**src/sgef_pkg.sv**
```systemverilog
// ----------------------------------------------------------------------------
// sgef_pkg
// Shared types and constants of the Sobel edge filter.
// ----------------------------------------------------------------------------
package sgef_pkg;

  localparam int DEF_MAX_WIDTH  = 2048;
  localparam int DEF_MAX_HEIGHT = 4096;

  localparam int PIX_W  = 8;
  localparam int THR_W  = 11;
  localparam int WID_W  = 12;
  localparam int HGT_W  = 13;
  localparam int ROW_W  = 12;
  localparam int COL_W  = 11;
  localparam int GRAD_W = 11;
  localparam int SQ_W   = 20;
  localparam int RAD_W  = 16;
  localparam int ROOT_W = 8;
  localparam int REM_W  = 9;

  localparam int MIN_SIZE = 3;

  localparam logic [THR_W-1:0] RST_THRESHOLD = THR_W'(0);
  localparam logic [WID_W-1:0] RST_WIDTH     = WID_W'(640);
  localparam logic [HGT_W-1:0] RST_HEIGHT    = HGT_W'(480);

  localparam int QUEUE_DEPTH = 4;
  localparam int QPTR_W      = $clog2(QUEUE_DEPTH);
  localparam int QCNT_W      = $clog2(QUEUE_DEPTH + 1);

  typedef enum logic [1:0] {
    REG_THRESHOLD = 2'd0,
    REG_WIDTH     = 2'd1,
    REG_HEIGHT    = 2'd2
  } reg_idx_t;

  // Position tag carried alongside each window's gradients.
  typedef struct packed {
    logic [ROW_W-1:0] row;
    logic [COL_W-1:0] col;
    logic             last;
  } pos_tag_t;

  typedef struct packed {
    logic signed [GRAD_W-1:0] gx;
    logic signed [GRAD_W-1:0] gy;
    pos_tag_t                 tag;
  } grad_item_t;

endpackage

```
**src/sgef_queue.sv**
```systemverilog
// ----------------------------------------------------------------------------
// sgef_queue
// Short register queue of gradient items between front and back.
// ----------------------------------------------------------------------------
module sgef_queue (
  input  logic                   clk,
  input  logic                   rst,
  input  logic                   push_valid,
  output logic                   push_ready,
  input  sgef_pkg::grad_item_t   push_item,
  output logic                   pop_valid,
  input  logic                   pop,
  output sgef_pkg::grad_item_t   pop_item
);
  import sgef_pkg::*;

  grad_item_t         slots [QUEUE_DEPTH];
  logic [QPTR_W-1:0]  wr_ptr;
  logic [QPTR_W-1:0]  rd_ptr;
  logic [QCNT_W-1:0]  count;
  logic               do_push;
  logic               do_pop;

  assign push_ready = (count != QCNT_W'(QUEUE_DEPTH));
  assign pop_valid  = (count != '0);
  assign pop_item   = slots[rd_ptr];
  assign do_push    = push_valid && push_ready;
  assign do_pop     = pop && pop_valid;

  always_ff @(posedge clk) begin
    if (do_push) begin
      slots[wr_ptr] <= push_item;
    end
  end

  always_ff @(posedge clk) begin
    if (rst) begin
      wr_ptr <= '0;
      rd_ptr <= '0;
      count  <= '0;
    end else begin
      if (do_push) begin
        wr_ptr <= (wr_ptr == QPTR_W'(QUEUE_DEPTH - 1)) ? '0 : wr_ptr + QPTR_W'(1);
      end
      if (do_pop) begin
        rd_ptr <= (rd_ptr == QPTR_W'(QUEUE_DEPTH - 1)) ? '0 : rd_ptr + QPTR_W'(1);
      end
      unique case ({do_push, do_pop})
        2'b10:   count <= count + QCNT_W'(1);
        2'b01:   count <= count - QCNT_W'(1);
        default: count <= count;
      endcase
    end
  end

endmodule

```
**config.mk**
```make
export PLATFORM = sky130hd
export DESIGN_NAME = sgef_queue
export DESIGN_NICKNAME = d
export VERILOG_FILES = /design/src/sgef_pkg.sv /design/src/sgef_queue.sv
export SDC_FILE = /design/constraint.sdc
export NUM_CORES = 1
export LEC_CHECK = 0
export BUFFER_PORTS_ARGS = -buffer_cell sky130_fd_sc_hd__buf_4
export CAP_MARGIN = 20
export CELL_PAD_IN_SITES_DETAIL_PLACEMENT = 0
export CELL_PAD_IN_SITES_GLOBAL_PLACEMENT = 2
export CORE_ASPECT_RATIO = 1.1
export CORE_MARGIN = 10
export CORE_UTILIZATION = 44
export DETAILED_ROUTE_END_ITERATION = 16
export GPL_TIMING_DRIVEN = 0
export HOLD_SLACK_MARGIN = 0.03
export PLACE_DENSITY = 0.74
export SYNTH_ARGS = -nofsm -noshare
export SYNTH_HDL_FRONTEND = slang
export SYNTH_SLANG_ARGS = --single-unit
```
**constraint.sdc**
```tcl
create_clock -name clk -period 2.7 [get_ports clk]
set_input_delay 0.54 -clock clk [delete_from_list [all_inputs] [get_ports clk]]
set_output_delay 0.54 -clock clk [all_outputs]
set_load 0.005 [all_outputs]
```
# After elaboration in Yosys (flattened, before gate mapping)
# Memory sizes are Yosys's and may differ from the RTL's. A register that Yosys moved wholly into a read port is not among the register bits.
# Index checks and enable logic that the tools add are counted.
word_totals:
  ff_bits: 7
  mem_bits_rw: 184
  inputBits: 50
  mem_count: 1
classes:
  addsub: 4
  eq_ne: 5
  n_mux: 7
  reduce_logical: 4
memory_table:
  columns: ["name", "words", "width", "rd", "rd_ports_with_merged_regs", "wr", "line", "source"]
  rows:
  - ["slots", 4, 46, 1, 1, 1, "sgef_queue.sv:17", "grad_item_t slots [QUEUE_DEPTH];"]
op_table:
  columns: ["op", "n"]
  rows:
  - ["2-bit 2-to-1 mux", 4]
  - ["2-bit == test (second input constant)", 3]
  - ["3-bit case mux with 2 select lines", 1]
  - ["2-bit by 1-bit adder with 2-bit output (second input constant)", 2]
  - ["3-bit by 1-bit adder with 3-bit output (second input constant)", 1]
  - ["3-bit inequality test (second input constant)", 1]
  - ["3-bit nonzero test", 1]
  - ["3-bit by 1-bit subtractor with 3-bit output (second input constant)", 1]
  - ["2-bit by 1-bit == test with 1-bit output (second input constant)", 1]
  - ["1-bit logical AND", 2]
  - ["1-bit 2-to-1 mux", 2]
  - ["2-bit nonzero test", 1]

# Logic depth before layout (Yosys ltp)
depth:
  ltp_word: 4
  ltp_mapped: 9

# Worst setup path before layout
# No wires, ideal clock.
synth_path:
  kind: "reg2reg"
  from: "reg count[2]"
  to: "reg count[2]"
  setup_ns: 0.070
  t_arrival_ns: 2.178
  required_time_ns: 2.630
  setup_slack_ns: 0.451
  stages_incl_launch_ff: 10
  n_path_buf: 1
  synth_period_minus_slack_ns: 2.249
  cell_sequence: "dfxtp_1 > or3b_1 > buf_6 > nand2_2 > ha_1 > inv_1 > fa_1 > xor2_1 > or3_2 > a21oi_1"
synth_between:
  elab_chain_len: 4
  word_cells_on_any_way: 10
  cone_classes: "add/sub (2); eq/ne (3); mux (1); reduce/logical (4)"
synth_lines:
  columns: ["item", "line", "source"]
  rows:
  - ["start: declaration", "sgef_queue.sv:20", "logic [QCNT_W-1:0] count;"]
  - ["start signal: assignment", "sgef_queue.sv:49", "2'b10: count <= count + QCNT_W'(1);"]
  - ["start signal: assignment", "sgef_queue.sv:50", "2'b01: count <= count - QCNT_W'(1);"]
  - ["start signal: assignment", "sgef_queue.sv:51", "default: count <= count;"]
  - ["3-bit inequality test (*)", "sgef_queue.sv:24", "assign push_ready = (count != QCNT_W'(QUEUE_DEPTH));"]
  - ["named net push_ready", "sgef_queue.sv:9", "output logic push_ready,"]
  - ["1-bit logical AND (*)", "sgef_queue.sv:27", "assign do_push = push_valid && push_ready;"]
  - ["2-bit by 1-bit == test with 1-bit output / 2-bit == test (equally long branches)", "sgef_queue.sv:48", "unique case ({do_push, do_pop})"]
  - ["3-bit case mux with 2 select lines / 2-bit nonzero test (equally long branches)", null, null]
# Mark *: on every way through the listed nets, which the timed path passes. The rest lies on a longest branch.
# A chain may end at the register's enable or synchronous reset.

==> flow_summary.yaml <==
status:
  status: "finished clean"
pwr:
  finalPower_uw: 7680
  irDropWorstVdd_uv: 435
  leakagePower_uw: 0.00297
  p_per_area_nw_per_um2: 882
sta:
  setup_viol: 0
  rsz0062_at_grt: "false"
  drv_slew: 0
  hold_viol: 0
  fin_tns_setup_ns: 0
  clock-skew-final_ns: 0.00767
  slew_headroom: 0.582
  tightest_slew_ns: 0.627
  layout_min_cycle_time_ns: 2.56
  fin_crit_sh: 0.949
  fmax_ghz: 0.390
yosys:
  avgSynthCellArea_sq_um: 24.4
  yosysMostFrequentCell: "edfxtp_1"
  ys_seq_area_frac: 0.801
  ys_seq_elements: 193
  synth_edf_count: 184
  yosys.cell_types.count: 26
  synth_top_area_frac: 0.776
  synth_nets: 349
  netlist_top_cells_area: "edfxtp_1 78%, mux4_2 15%, dfxtp_1 2.5%"
  synth_common_cells: "184 x edfxtp_1, 46 x mux4_2, 9 x dfxtp_1"
  synth_top_flop_cell: "edfxtp_1"
  syn-instance-count: 292
  synthArstFlopShare: 0
  ys.warnings.count: 0
  yosysTopAreaCell: "edfxtp_1"
  netlist_area_sq_um: 7120
worst_setup_path:
  end_kind: "output pin"
  slowest_delay_ns: 0.55
  crit_type: "flip-flop to output pin"
  start_kind: "flip-flop"
  cp.arrival_ns: 2.02
  critical_path.cell_chain: "buf_2, buf_4, mux4_2, buf_4"
  required_ns: 2.16
  cp_slowest_cell: "mux4_2"
  path_max_fanout: 10
  worst_path_most_repeated_cell: "buf_4"
clock_network:
  cts-buffers-inserted: 17
  clock_latency_ns: 0.42
  ctsHtreeMaxLevel: 4
  cts_max_path_buffers: 2
  clkSinkCount: 193
  clkTransAtPathRegs_ns: 0.06
  root_buffer: "clkbuf_16"
  cts_tree: "done"
detailed_routing:
  vias: 3190
  ant_nets: 0
  drc: 0
  first_iter_violations: 187
  vias_per_cell: 5.15
  drt-total-wl_um: 12500
  wl_per_cell_um: 20.2
  first_pass_iters: 4
finish:
  diodes: 0
  area_growth_pct: 22.4
  drive_gt1_frac: 0.452
  fin_nets: 467
grt:
  grt_pass1_vias: 3542
  antenna_found_initial: 0
  globalRoute.totalOverflow: 0
  grt_pass1_wl_um: 19700
  track_usage: 0.120
  grt_max_degree: 29
floorplan:
  die_area_sq_um: 21700
  dieHeight_um: 153
  die_w_um: 141
  io_pins: 98
  coreArea_sq_um: 15800
  initial_core_util: 0.451
  rows: 48
placement:
  gp_congestion: 0.708
  dp_hpwl_um: 8210
  portBuffers: 96
hold_path:
  min_path_type: "primary input to flip-flop"
run:
  maxCapViolCount: 0
==> final cells by class <==
class / count / area [sq um]
Multi-Input combinational cell: 81 / 1320
Clock inverter: 12 / 120
Sequential cell: 193 / 5710
Inverter: 6 / 22.5
Buffer: 11 / 73.8
Timing Repair Buffer: 100 / 801
Clock buffer: 17 / 425
Fill cell: 1206 / 7080
Tap cell: 200 / 250
==> sequential cells by signal, summed over array words and instances (netlist names), named ones only <==
register	flops
wr_ptr	2
rd_ptr	2
slots	184
count	3
==> worst max-delay path, delay by kind of cell (launching register included) <==
kind | cells | cell delay (ns)
muxes | 1 | 0.55
DFF | 1 | 0.30
buffers and inverters | 3 | 0.76
==> metal layers <==
layer,track usage,vias up,wire (um)
met5,0,-,0
met4,0.0443,0,206
met3,0.0415,17,689
met2,0.204,75,6540
met1,0.137,1640,5090
li1,-,1458,-
==> through the flow <==
step | instances | util | cell area, sq um | worst slack, ns | hold WS, ns
6_report | 620 | 0.552 | 8720 | 0.137 | 0.321
5_1_grt | 620 | 0.552 | 8720 | 0.00138 | 0.299
4_1_cts | 621 | 0.552 | 8720 | 0.00104 | 0.302
3_5_place_dp | 592 | 0.517 | 8170 | 0.309 | 0.495
3_3_place_gp | 588 | 0.512 | 8090 | 0.321 | 0.478
2_1_floorplan | 292 | - | 7120 | 0.451 | 0.463
==> layout by cell type (no fill, tap or decap), types with 3 or more instances in the layout <==
cell type and n:
dfxtp_1 9, inv_1 6, buf_4 99, clkinv_2 3
clkinv_1 3, buf_2 5, a21oi_1 3, nor2_1 4
ha_1 6, mux4_2 46, buf_12 4, edfxtp_1 184
and3_2 4, clkbuf_16 17
==> cell families (layout without fill, tap and decap cells) <==
family	after synthesis	count (layout)	share of synthesized area
flip-flops	193	193	0.801
multiplexers	48	48	0.148
buffers and inverters	18	146	0.0135
adder cells (fa/ha/maj)	7	7	0.0134
AND/OR/NAND/NOR	17	17	0.0146
AO/OA/AOI/OAI	7	7	0.00633
XOR/XNOR	2	2	0.00246
==> final timing paths <==
path                     startpoint                      to  slack, ns  cells past startpoint
max                       flip-flop            pop_item[42]       0.14                      4
min                   push_item[39]  slots[3][39]$_DFFE_PP_       0.32                      1
max reg2reg   count[2]$_SDFFE_PP0P_   count[2]$_SDFFE_PP0P_       0.31                      9
min reg2reg  rd_ptr[0]$_SDFFE_PP0P_  rd_ptr[0]$_SDFFE_PP0P_       0.51                      2
==> timing repair <==
| item | in CTS | in global routing |
|---|---|---|
| resized for setup | 0 | 1 |
| buffers inserted | 0 | 0 |
| endpoints found under the setup margin | 0 | 40 |
| hold buffers | 0 | 0 |
==> report_power, final <==
part | total, uW | internal [uW] | switching (uW)
sequential | 3680 | 3600 | 85.1
combinational | 1700 | 949 | 747
clock | 2300 | 1340 | 966
No activity file was read; power rests on OpenSTA's default activity.
