[src/sgef_pkg.sv]
// ----------------------------------------------------------------------------
// sgef_pkg
// Shared types and constants of the Sobel edge filter.
// ----------------------------------------------------------------------------
package sgef_pkg;

  localparam int DEF_MAX_WIDTH  = 2048;
  localparam int DEF_MAX_HEIGHT = 4096;

  localparam int PIX_W  = 8;
  localparam int THR_W  = 11;
  localparam int WID_W  = 12;
  localparam int HGT_W  = 13;
  localparam int ROW_W  = 12;
  localparam int COL_W  = 11;
  localparam int GRAD_W = 11;
  localparam int SQ_W   = 20;
  localparam int RAD_W  = 16;
  localparam int ROOT_W = 8;
  localparam int REM_W  = 9;

  localparam int MIN_SIZE = 3;

  localparam logic [THR_W-1:0] RST_THRESHOLD = THR_W'(0);
  localparam logic [WID_W-1:0] RST_WIDTH     = WID_W'(640);
  localparam logic [HGT_W-1:0] RST_HEIGHT    = HGT_W'(480);

  localparam int QUEUE_DEPTH = 4;
  localparam int QPTR_W      = $clog2(QUEUE_DEPTH);
  localparam int QCNT_W      = $clog2(QUEUE_DEPTH + 1);

  typedef enum logic [1:0] {
    REG_THRESHOLD = 2'd0,
    REG_WIDTH     = 2'd1,
    REG_HEIGHT    = 2'd2
  } reg_idx_t;

  // Position tag carried alongside each window's gradients.
  typedef struct packed {
    logic [ROW_W-1:0] row;
    logic [COL_W-1:0] col;
    logic             last;
  } pos_tag_t;

  typedef struct packed {
    logic signed [GRAD_W-1:0] gx;
    logic signed [GRAD_W-1:0] gy;
    pos_tag_t                 tag;
  } grad_item_t;

endpackage

[src/sgef_back.sv]
// ----------------------------------------------------------------------------
// sgef_back
// Gradient magnitude: squares, sum, pipelined bit-pair square root, floor
// and saturation, output register.
// ----------------------------------------------------------------------------
module sgef_back (
  input  logic                        clk,
  input  logic                        rst,
  input  logic [sgef_pkg::THR_W-1:0]  threshold,
  input  logic                        q_valid,
  output logic                        q_pop,
  input  sgef_pkg::grad_item_t        q_item,
  output logic                        out_valid,
  input  logic                        out_ready,
  output logic [sgef_pkg::PIX_W-1:0]  edge_value,
  output logic [sgef_pkg::ROW_W-1:0]  out_row,
  output logic [sgef_pkg::COL_W-1:0]  out_col,
  output logic                        frame_last
);
  import sgef_pkg::*;

  localparam int NSTEP = ROOT_W;

  logic                     en;
  logic signed [2*GRAD_W-1:0] prod_x;
  logic signed [2*GRAD_W-1:0] prod_y;

  logic                     sq_valid;
  logic [SQ_W-1:0]          sq_x;
  logic [SQ_W-1:0]          sq_y;
  pos_tag_t                 sq_tag;
  logic [SQ_W:0]            sq_sum;

  logic                     st_valid [NSTEP+1];
  logic [RAD_W-1:0]         st_rad   [NSTEP+1];
  logic                     st_big   [NSTEP+1];
  pos_tag_t                 st_tag   [NSTEP+1];
  logic [REM_W-1:0]         st_rem   [NSTEP+1];
  logic [ROOT_W-1:0]        st_root  [NSTEP+1];

  logic [PIX_W-1:0]         val_next;

  // Whole pipeline moves together whenever the output register can take an item
  assign en     = !out_valid || out_ready;
  assign q_pop  = en && q_valid;
  assign prod_x = q_item.gx * q_item.gx;
  assign prod_y = q_item.gy * q_item.gy;
  assign sq_sum = (SQ_W+1)'(sq_x) + (SQ_W+1)'(sq_y);

  always_ff @(posedge clk) begin
    if (rst) begin
      sq_valid <= 1'b0;
    end else if (en) begin
      sq_valid <= q_valid;
    end
  end

  always_ff @(posedge clk) begin
    if (en) begin
      sq_x   <= prod_x[SQ_W-1:0];
      sq_y   <= prod_y[SQ_W-1:0];
      sq_tag <= q_item.tag;
    end
  end

  // A sum of 2^16 or more has a root above 255: only the saturation flag matters
  always_ff @(posedge clk) begin
    if (rst) begin
      st_valid[0] <= 1'b0;
    end else if (en) begin
      st_valid[0] <= sq_valid;
    end
  end

  always_ff @(posedge clk) begin
    if (en) begin
      st_rad[0]  <= sq_sum[RAD_W-1:0];
      st_big[0]  <= (sq_sum[SQ_W:RAD_W] != '0);
      st_tag[0]  <= sq_tag;
      st_rem[0]  <= '0;
      st_root[0] <= '0;
    end
  end

  for (genvar j = 0; j < NSTEP; j++) begin : g_root
    logic [REM_W+1:0]  rem_ext;
    logic [REM_W+1:0]  trial;
    logic              fits;

    // Bring in the next two radicand bits, most significant pair first
    assign rem_ext = {st_rem[j], st_rad[j][RAD_W-1-2*j -: 2]};
    assign trial   = (REM_W+2)'({st_root[j], 2'b01});
    assign fits    = rem_ext >= trial;

    always_ff @(posedge clk) begin
      if (rst) begin
        st_valid[j+1] <= 1'b0;
      end else if (en) begin
        st_valid[j+1] <= st_valid[j];
      end
    end

    always_ff @(posedge clk) begin
      if (en) begin
        st_rad[j+1]  <= st_rad[j];
        st_big[j+1]  <= st_big[j];
        st_tag[j+1]  <= st_tag[j];
        st_rem[j+1]  <= fits ? REM_W'(rem_ext - trial) : REM_W'(rem_ext);
        st_root[j+1] <= {st_root[j][ROOT_W-2:0], fits};
      end
    end
  end

  always_comb begin
    if (st_big[NSTEP] || (threshold > THR_W'(255))) begin
      val_next = '1;
    end else if (THR_W'(st_root[NSTEP]) > threshold) begin
      val_next = st_root[NSTEP];
    end else begin
      val_next = threshold[PIX_W-1:0];
    end
  end

  always_ff @(posedge clk) begin
    if (rst) begin
      out_valid <= 1'b0;
    end else if (en) begin
      out_valid <= st_valid[NSTEP];
    end
  end

  always_ff @(posedge clk) begin
    if (en) begin
      edge_value <= val_next;
      out_row    <= st_tag[NSTEP].row;
      out_col    <= st_tag[NSTEP].col;
      frame_last <= st_tag[NSTEP].last;
    end
  end

endmodule

[config.mk]
export PLATFORM = sky130hd
export DESIGN_NAME = sgef_back
export DESIGN_NICKNAME = d
export VERILOG_FILES = /design/src/sgef_pkg.sv /design/src/sgef_back.sv
export SDC_FILE = /design/constraint.sdc
export NUM_CORES = 1
export LEC_CHECK = 0
export ABC_AREA = 0
export ABC_CLOCK_PERIOD_IN_PS = 12500
export BUFFER_PORTS_ARGS = -buffer_cell sky130_fd_sc_hd__buf_2
export CAP_MARGIN = 0
export CORE_UTILIZATION = 35
export CTS_CLUSTER_DIAMETER = 150
export DETAILED_ROUTE_END_ITERATION = 7
export MAX_ROUTING_LAYER = met4
export PLACE_DENSITY_LB_ADDON = 0.1
export REMOVE_ABC_BUFFERS = 1
export SYNTH_ARGS = -nofsm -noshare
export SYNTH_HDL_FRONTEND = slang
export SYNTH_SLANG_ARGS = --single-unit
export TNS_END_PERCENT = 50
[constraint.sdc]
create_clock -name clk -period 12.5 [get_ports clk]
set_input_delay 1.25 -clock clk [delete_from_list [all_inputs] [get_ports clk]]
set_output_delay 1.25 -clock clk [all_outputs]
set_load 0.02 [all_outputs]
### Word level (Yosys, flattened, before mapping)

Memory sizes are Yosys's and may differ from the RTL's. A register that Yosys moved wholly into a read port is not among the register bits.
Cells that the tools add are included.
Widths: inputs -> output; s select.

* latch bits: 0
* bits in writable memories: 531
* memories: 6
* bits in registers: 73
* output and inout port bits: 34
* input port bits: 61
* bits in read-only memories: 0

Memory list
* st_tag: words 9, bits a word 24, read ports 9, clocked after Yosys merged registers in 1, wr ports 9, RTL line sgef_back.sv:37 `pos_tag_t st_tag [NSTEP+1];`
* st_rad: words 9, bits a word 16, read ports 8, clocked after Yosys merged registers in 0, wr ports 9, RTL line sgef_back.sv:35 `logic [RAD_W-1:0] st_rad [NSTEP+1];`
* st_rem: words 9, bits a word 9, read ports 8, clocked after Yosys merged registers in 0, wr ports 9, RTL line sgef_back.sv:38 `logic [REM_W-1:0] st_rem [NSTEP+1];`
* st_root: words 9, bits a word 8, read ports 9, clocked after Yosys merged registers in 0, wr ports 9, RTL line sgef_back.sv:39 `logic [ROOT_W-1:0] st_root [NSTEP+1];`
* st_big: words 9, bits a word 1, read ports 9, clocked after Yosys merged registers in 0, wr ports 9, RTL line sgef_back.sv:36 `logic st_big [NSTEP+1];`
* st_valid: words 9, bits a word 1, read ports 9, clocked after Yosys merged registers in 1, wr ports 9, RTL line sgef_back.sv:34 `logic st_valid [NSTEP+1];`

* reductions and logical operators: 5
* order comparisons: 10
* mux-type cells: 24
* multiply operators: 2
* shifts and indexed selects: 0
* bitwise logic cells: 9
* equal/unequal tests: 0
* div/mod/pow operators: 0
* $add $sub $neg: 9

Operator list (count)
* $ge 11x10->1: 8
* $mux 9: 8
* $sub 9x9->9: 8
* $mul 11x11->20: 2
* $add 20x20->21: 1
* $mux 1: 15
* $gt 11x8->1 const B: 1
* $gt 8x11->1: 1
* $or 1x1->1: 9
* $mux 8: 1
* $reduce_bool 5->1: 1
* $logic_or 1x1->1: 2
* $logic_and 1x1->1: 1
* $logic_not 1->1: 1

### Logic depth before layout (Yosys ltp)

* depth after elaboration: 6
* mapped depth: 20

### Worst setup path after synthesis

Ideal clock, no wire load.

* path type: input to register
* start point: in out_ready
* end point: reg edge_value[0] (netlist bit), enable pin
* cell stages on the path: 2
* slack: 1003 ps
* data arrival time: 10666 ps
* data required time: 11669 ps
* path through: nor2b_1 -> inv_1

* longest elaborated chain between the ends: 1

Ends and longest elaborated chain
* start: declaration: RTL line sgef_back.sv:14 `input logic out_ready,`
* $logic_or 1x1->1: RTL line sgef_back.sv:44 `assign en = !out_valid || out_ready;`
* end signal: assignment: RTL line sgef_back.sv:134 `edge_value <= val_next;`
* end: declaration: RTL line sgef_back.sv:15 `output logic [sgef_pkg::PIX_W-1:0] edge_value,`

Every way passes these cells.
A chain may end at the register's enable or synchronous reset.

### Final worst setup path

* start point: in q_item[45] (netlist bit)
* end point: reg sq_x[19] (data pin)

* longest elaborated chain between the ends: 1

Ends and longest elaborated chain
* start: declaration: RTL line sgef_back.sv:12 `input sgef_pkg::grad_item_t q_item,`
* $mul 11x11->20: RTL line sgef_back.sv:46 `assign prod_x = q_item.gx * q_item.gx;`
* via prod_x[19]: RTL line sgef_back.sv:25 `logic signed [2*GRAD_W-1:0] prod_x;`
* end signal: assignment: RTL line sgef_back.sv:60 `sq_x <= prod_x[SQ_W-1:0];`
* end: declaration: RTL line sgef_back.sv:29 `logic [SQ_W-1:0] sq_x;`

The timed path passes the listed nets, and every way through them passes these cells.

==> results.yml <==
clock_network:
  insertion_delay_ps: 590
  cts-hold-fix-buffers: 0
  clock_sinks: 495
  post_cts_buffers: 0
  h-tree-depth: 2
  cts_buffer_depth: 3
  clk_pin_slew_ps: 60
  cts_tree: "done"
  cts_resized: 0
  cts_root_buf: "clkbuf_16"
  cts_buffers: 50
sta:
  finalMaxSlewViolations: 0
  finalSetupViolCount: 0
  tns_ps: 0
  timing.final.crit_share: 0.4592
  period_minus_slack_ps: 5740
  clock.fmax_ghz: 0.1742
  hold_viol: 0
  tightest_slew_ps: 1098
  slew_headroom: 0.2614
  rsz0062_at_grt: "false"
  finClkSkew_ps: 20.55
logic_synthesis:
  ys_types: 62
  synth_area_um2: 25950
  netlist_instances: 1864
  yosysTopAreaCell: "edfxtp_1"
  synth-async-reset-ratio: 0
  seq_area_frac_synth: 0.5720
  avgSynthCellArea_um2: 13.92
  synth-seq-cells: 495
  yosys.area.top_type_share: 0.5705
  synth-main-ff-cell: "edfxtp_1"
  synth.area.top_cells: "edfxtp_1 57%, fa_1 14%, ha_1 7.3%, inv_1 5.1%, xnor2_1 2.5%"
  synth_warnings: 0
  synth-edff-count: 493
global_routing:
  grt_usage: 0.1198
  first_global_vias: 14170
  grt_pass1_wl_um: 70360
  grt_overflow: 0
  grt_max_degree: 144
  antenna_found_initial: 0
worst_setup_path:
  r2r_end: "st_tag[2][13]$_DFFE_PN_"
  crit_path_start: "q_item[45]"
  worst_ep_arrival_time_ps: 6060
  worstRegToRegCells: 4
  setup.worst_path.start_class: "input port"
  endpoint_kind: "register"
  worst-path-buf-inv: 5
  rrSetupSlack_ps: 9290
  crit_top_cell: "fa_1"
  cp_slowest_cell: "fa_1"
  cp_top_family: "adder cells"
  rr_startpoint: "out_valid$_SDFFE_PP0N_"
  path_cells: "buf_2 > and2_1 > fa_1 > inv_1 > fa_1 > inv_1 > fa_1 > fa_1 > inv_1 > fa_1 > inv_1 > ha_1 > o21a_1 > a2bb2oi_1 > nand4_1 > nand2_1 > a31oi_1 > xnor2_1"
  worstPathRequired_ps: 12820
  path_class: "in2reg"
  crit_path_max_incr_delay_ps: 650
  crit_fanout: 19
route:
  wirelength_um: 42190
  dr_total_vias: 13350
  vias_per_cell: 4.476
  drtIter0Drc: 635
  post-route-drc-count: 5
  first_pass_iters: 7
  routedWlPerCell_um: 14.15
  antenna_left: 0
place:
  hpwl_um: 30750
  routabilityCongestion: 0.8534
  placed_area_um2: 27550
  numPortBuffers: 94
layout:
  fillers: 6876
  final_area_um2: 29090
  drive_gt1_frac: 0.09046
  mostFrequentLayoutCell: "edfxtp_1"
  final_cell_mix: "493 x edfxtp_1, 349 x inv_1, 187 x fa_1"
  n_antenna_cell: 0
  num-nets-final: 2387
  area_delta_synth_final_pct: 12.09
power_and_ir_drop:
  power_switching_w: 0.002335
  switching_share: 0.3392
  leakagePower_nw: 12.26
  ir_worst_vdd_mv: 0.1673
  clock_power_share: 0.205
  power.density_nw_per_um2: 236.7
  pwr-share-seq: 0.366
  power.share.combinational: 0.429
  p_int_w: 0.004550
worst_hold_path:
  whs_endpoint: "st_rad[0][25]$_DFFE_PN_"
  hp-start: "st_rad[0][9]$_DFFE_PN_"
  min_path_type: "reg2reg"
  whs_path_depth: 0
die:
  start_util: 0.3545
  fp.dieW_um: 274.3
  rows: 99
  fp.coreArea_um2: 73210
  dieArea_um2: 75240
  die_y_um: 274.3
  io_pins: 95
run_status:
  status: "finished with violations"
  violations: "DRC"
flow_run:
  cap_violations: 0
[how the worst max path moves through the flow]
stage / to / slack [ps] / cells after the start
after global routing: sq_x[19]$_DFFE_PN_ / 6400 / 18
after CTS: sq_x[19]$_DFFE_PN_ / 6780 / 18
after global placement: sq_y[19]$_DFFE_PN_ / 6280 / 19
after detailed placement: sq_x[19]$_DFFE_PN_ / 6180 / 18
after floorplan: edge_value[0]$_SDFFCE_PP1N_ / 1000 / 2
final: sq_x[19]$_DFFE_PN_ / 6760 / 18
[logic make-up after synthesis]
family                     share of synthesized area
AOI/OAI and AO/OA                            0.04745
xor gates and xnor gates                     0.03206
adders and majority gates                     0.2176
buffers and inverters                        0.05497
DFF                                           0.5720
muxes                                       0.004629
other                                      0.0001445
and+or+nand+nor                              0.07117
[power groups by stage]
stage | sequential, W | combinational, W | clock (W)
floorplan | 0.00250 | 0.00238 | 0
global placement | 0.00255 | 0.00297 | 0
detailed placement | 0.00256 | 0.00299 | 0
CTS | 0.00253 | 0.00302 | 0.00147
global route | 0.00256 | 0.00344 | 0.00153
finish | 0.00252 | 0.00295 | 0.00141
[metal layers]
metal | vias to the layer above | wire, um | global-route usage | part of all wire
met3 | 78 | 1315 | 0.01804 | 0.031
met2 | 161 | 22100 | 0.2114 | 0.52
met5 | - | 0 | - | 0
met4 | 0 | 1027 | 0.03845 | 0.024
met1 | 6538 | 17760 | 0.1395 | 0.42
li1 | 6571 | - | - | -
[through the flow]
step	total power [W]	hold WS, ps	std cells	setup slack [ps]	util
2_1_floorplan	0.004884	400.3	1836	1003	-
3_3_place_gp	0.005522	400.3	2894	6280	0.3764
3_5_place_dp	0.005553	404.5	2894	6177	0.3764
4_1_cts	0.007018	403.6	2982	6778	0.3973
5_1_grt	0.007531	404.6	2982	6399	0.3973
6_report	0.006885	402.9	2982	6760	0.3973
[state kept, by name, indices dropped and copies added, names as in the netlist]
register    cells
out_valid       1
st_rem         57
sq_tag         24
out_row        12
st_valid        9
st_root        36
sq_y           19
sq_x           19
out_col        11
sq_valid        1
st_rad         72
st_tag        216
frame_last      1
st_big          9
edge_value      8
[area by class of cell]
class / count / area, um^2 / share of cell area
clock buffer: 70 / 1366 / 0.04697
clock inverter: 18 / 168.9 / 0.005807
inverter: 350 / 1321 / 0.04542
multi-input combinational: 991 / 9679 / 0.3328
sequential: 495 / 14840 / 0.5103
tap: 959 / 1200 / 0.04125
timing repair buffer: 99 / 508.0 / 0.01746
[Yosys cell counts (3+ instances only)]
master / number
nor2b_1: 35
and4b_1: 3
a21oi_1: 50
edfxtp_1: 493
a21o_1: 13
a21boi_0: 5
o21a_1: 27
nand4_1: 9
xor2_1: 21
nor3_1: 19
ha_1: 152
inv_1: 350
or3_1: 6
mux2i_1: 3
clkbuf_1: 23
a211oi_1: 6
o31a_1: 3
o21ai_0: 48
or4_1: 4
nor2_1: 73
xnor2_1: 74
fa_1: 187
nand3b_1: 6
nand4b_1: 3
or2_2: 4
o211ai_1: 7
nand2_1: 68
buf_2: 3
nand3_1: 23
a31oi_1: 5
and2_1: 69
mux2_2: 8
nor4_1: 10
o21bai_1: 5
nand2b_1: 12
Power figures use the tool's default switching activity.
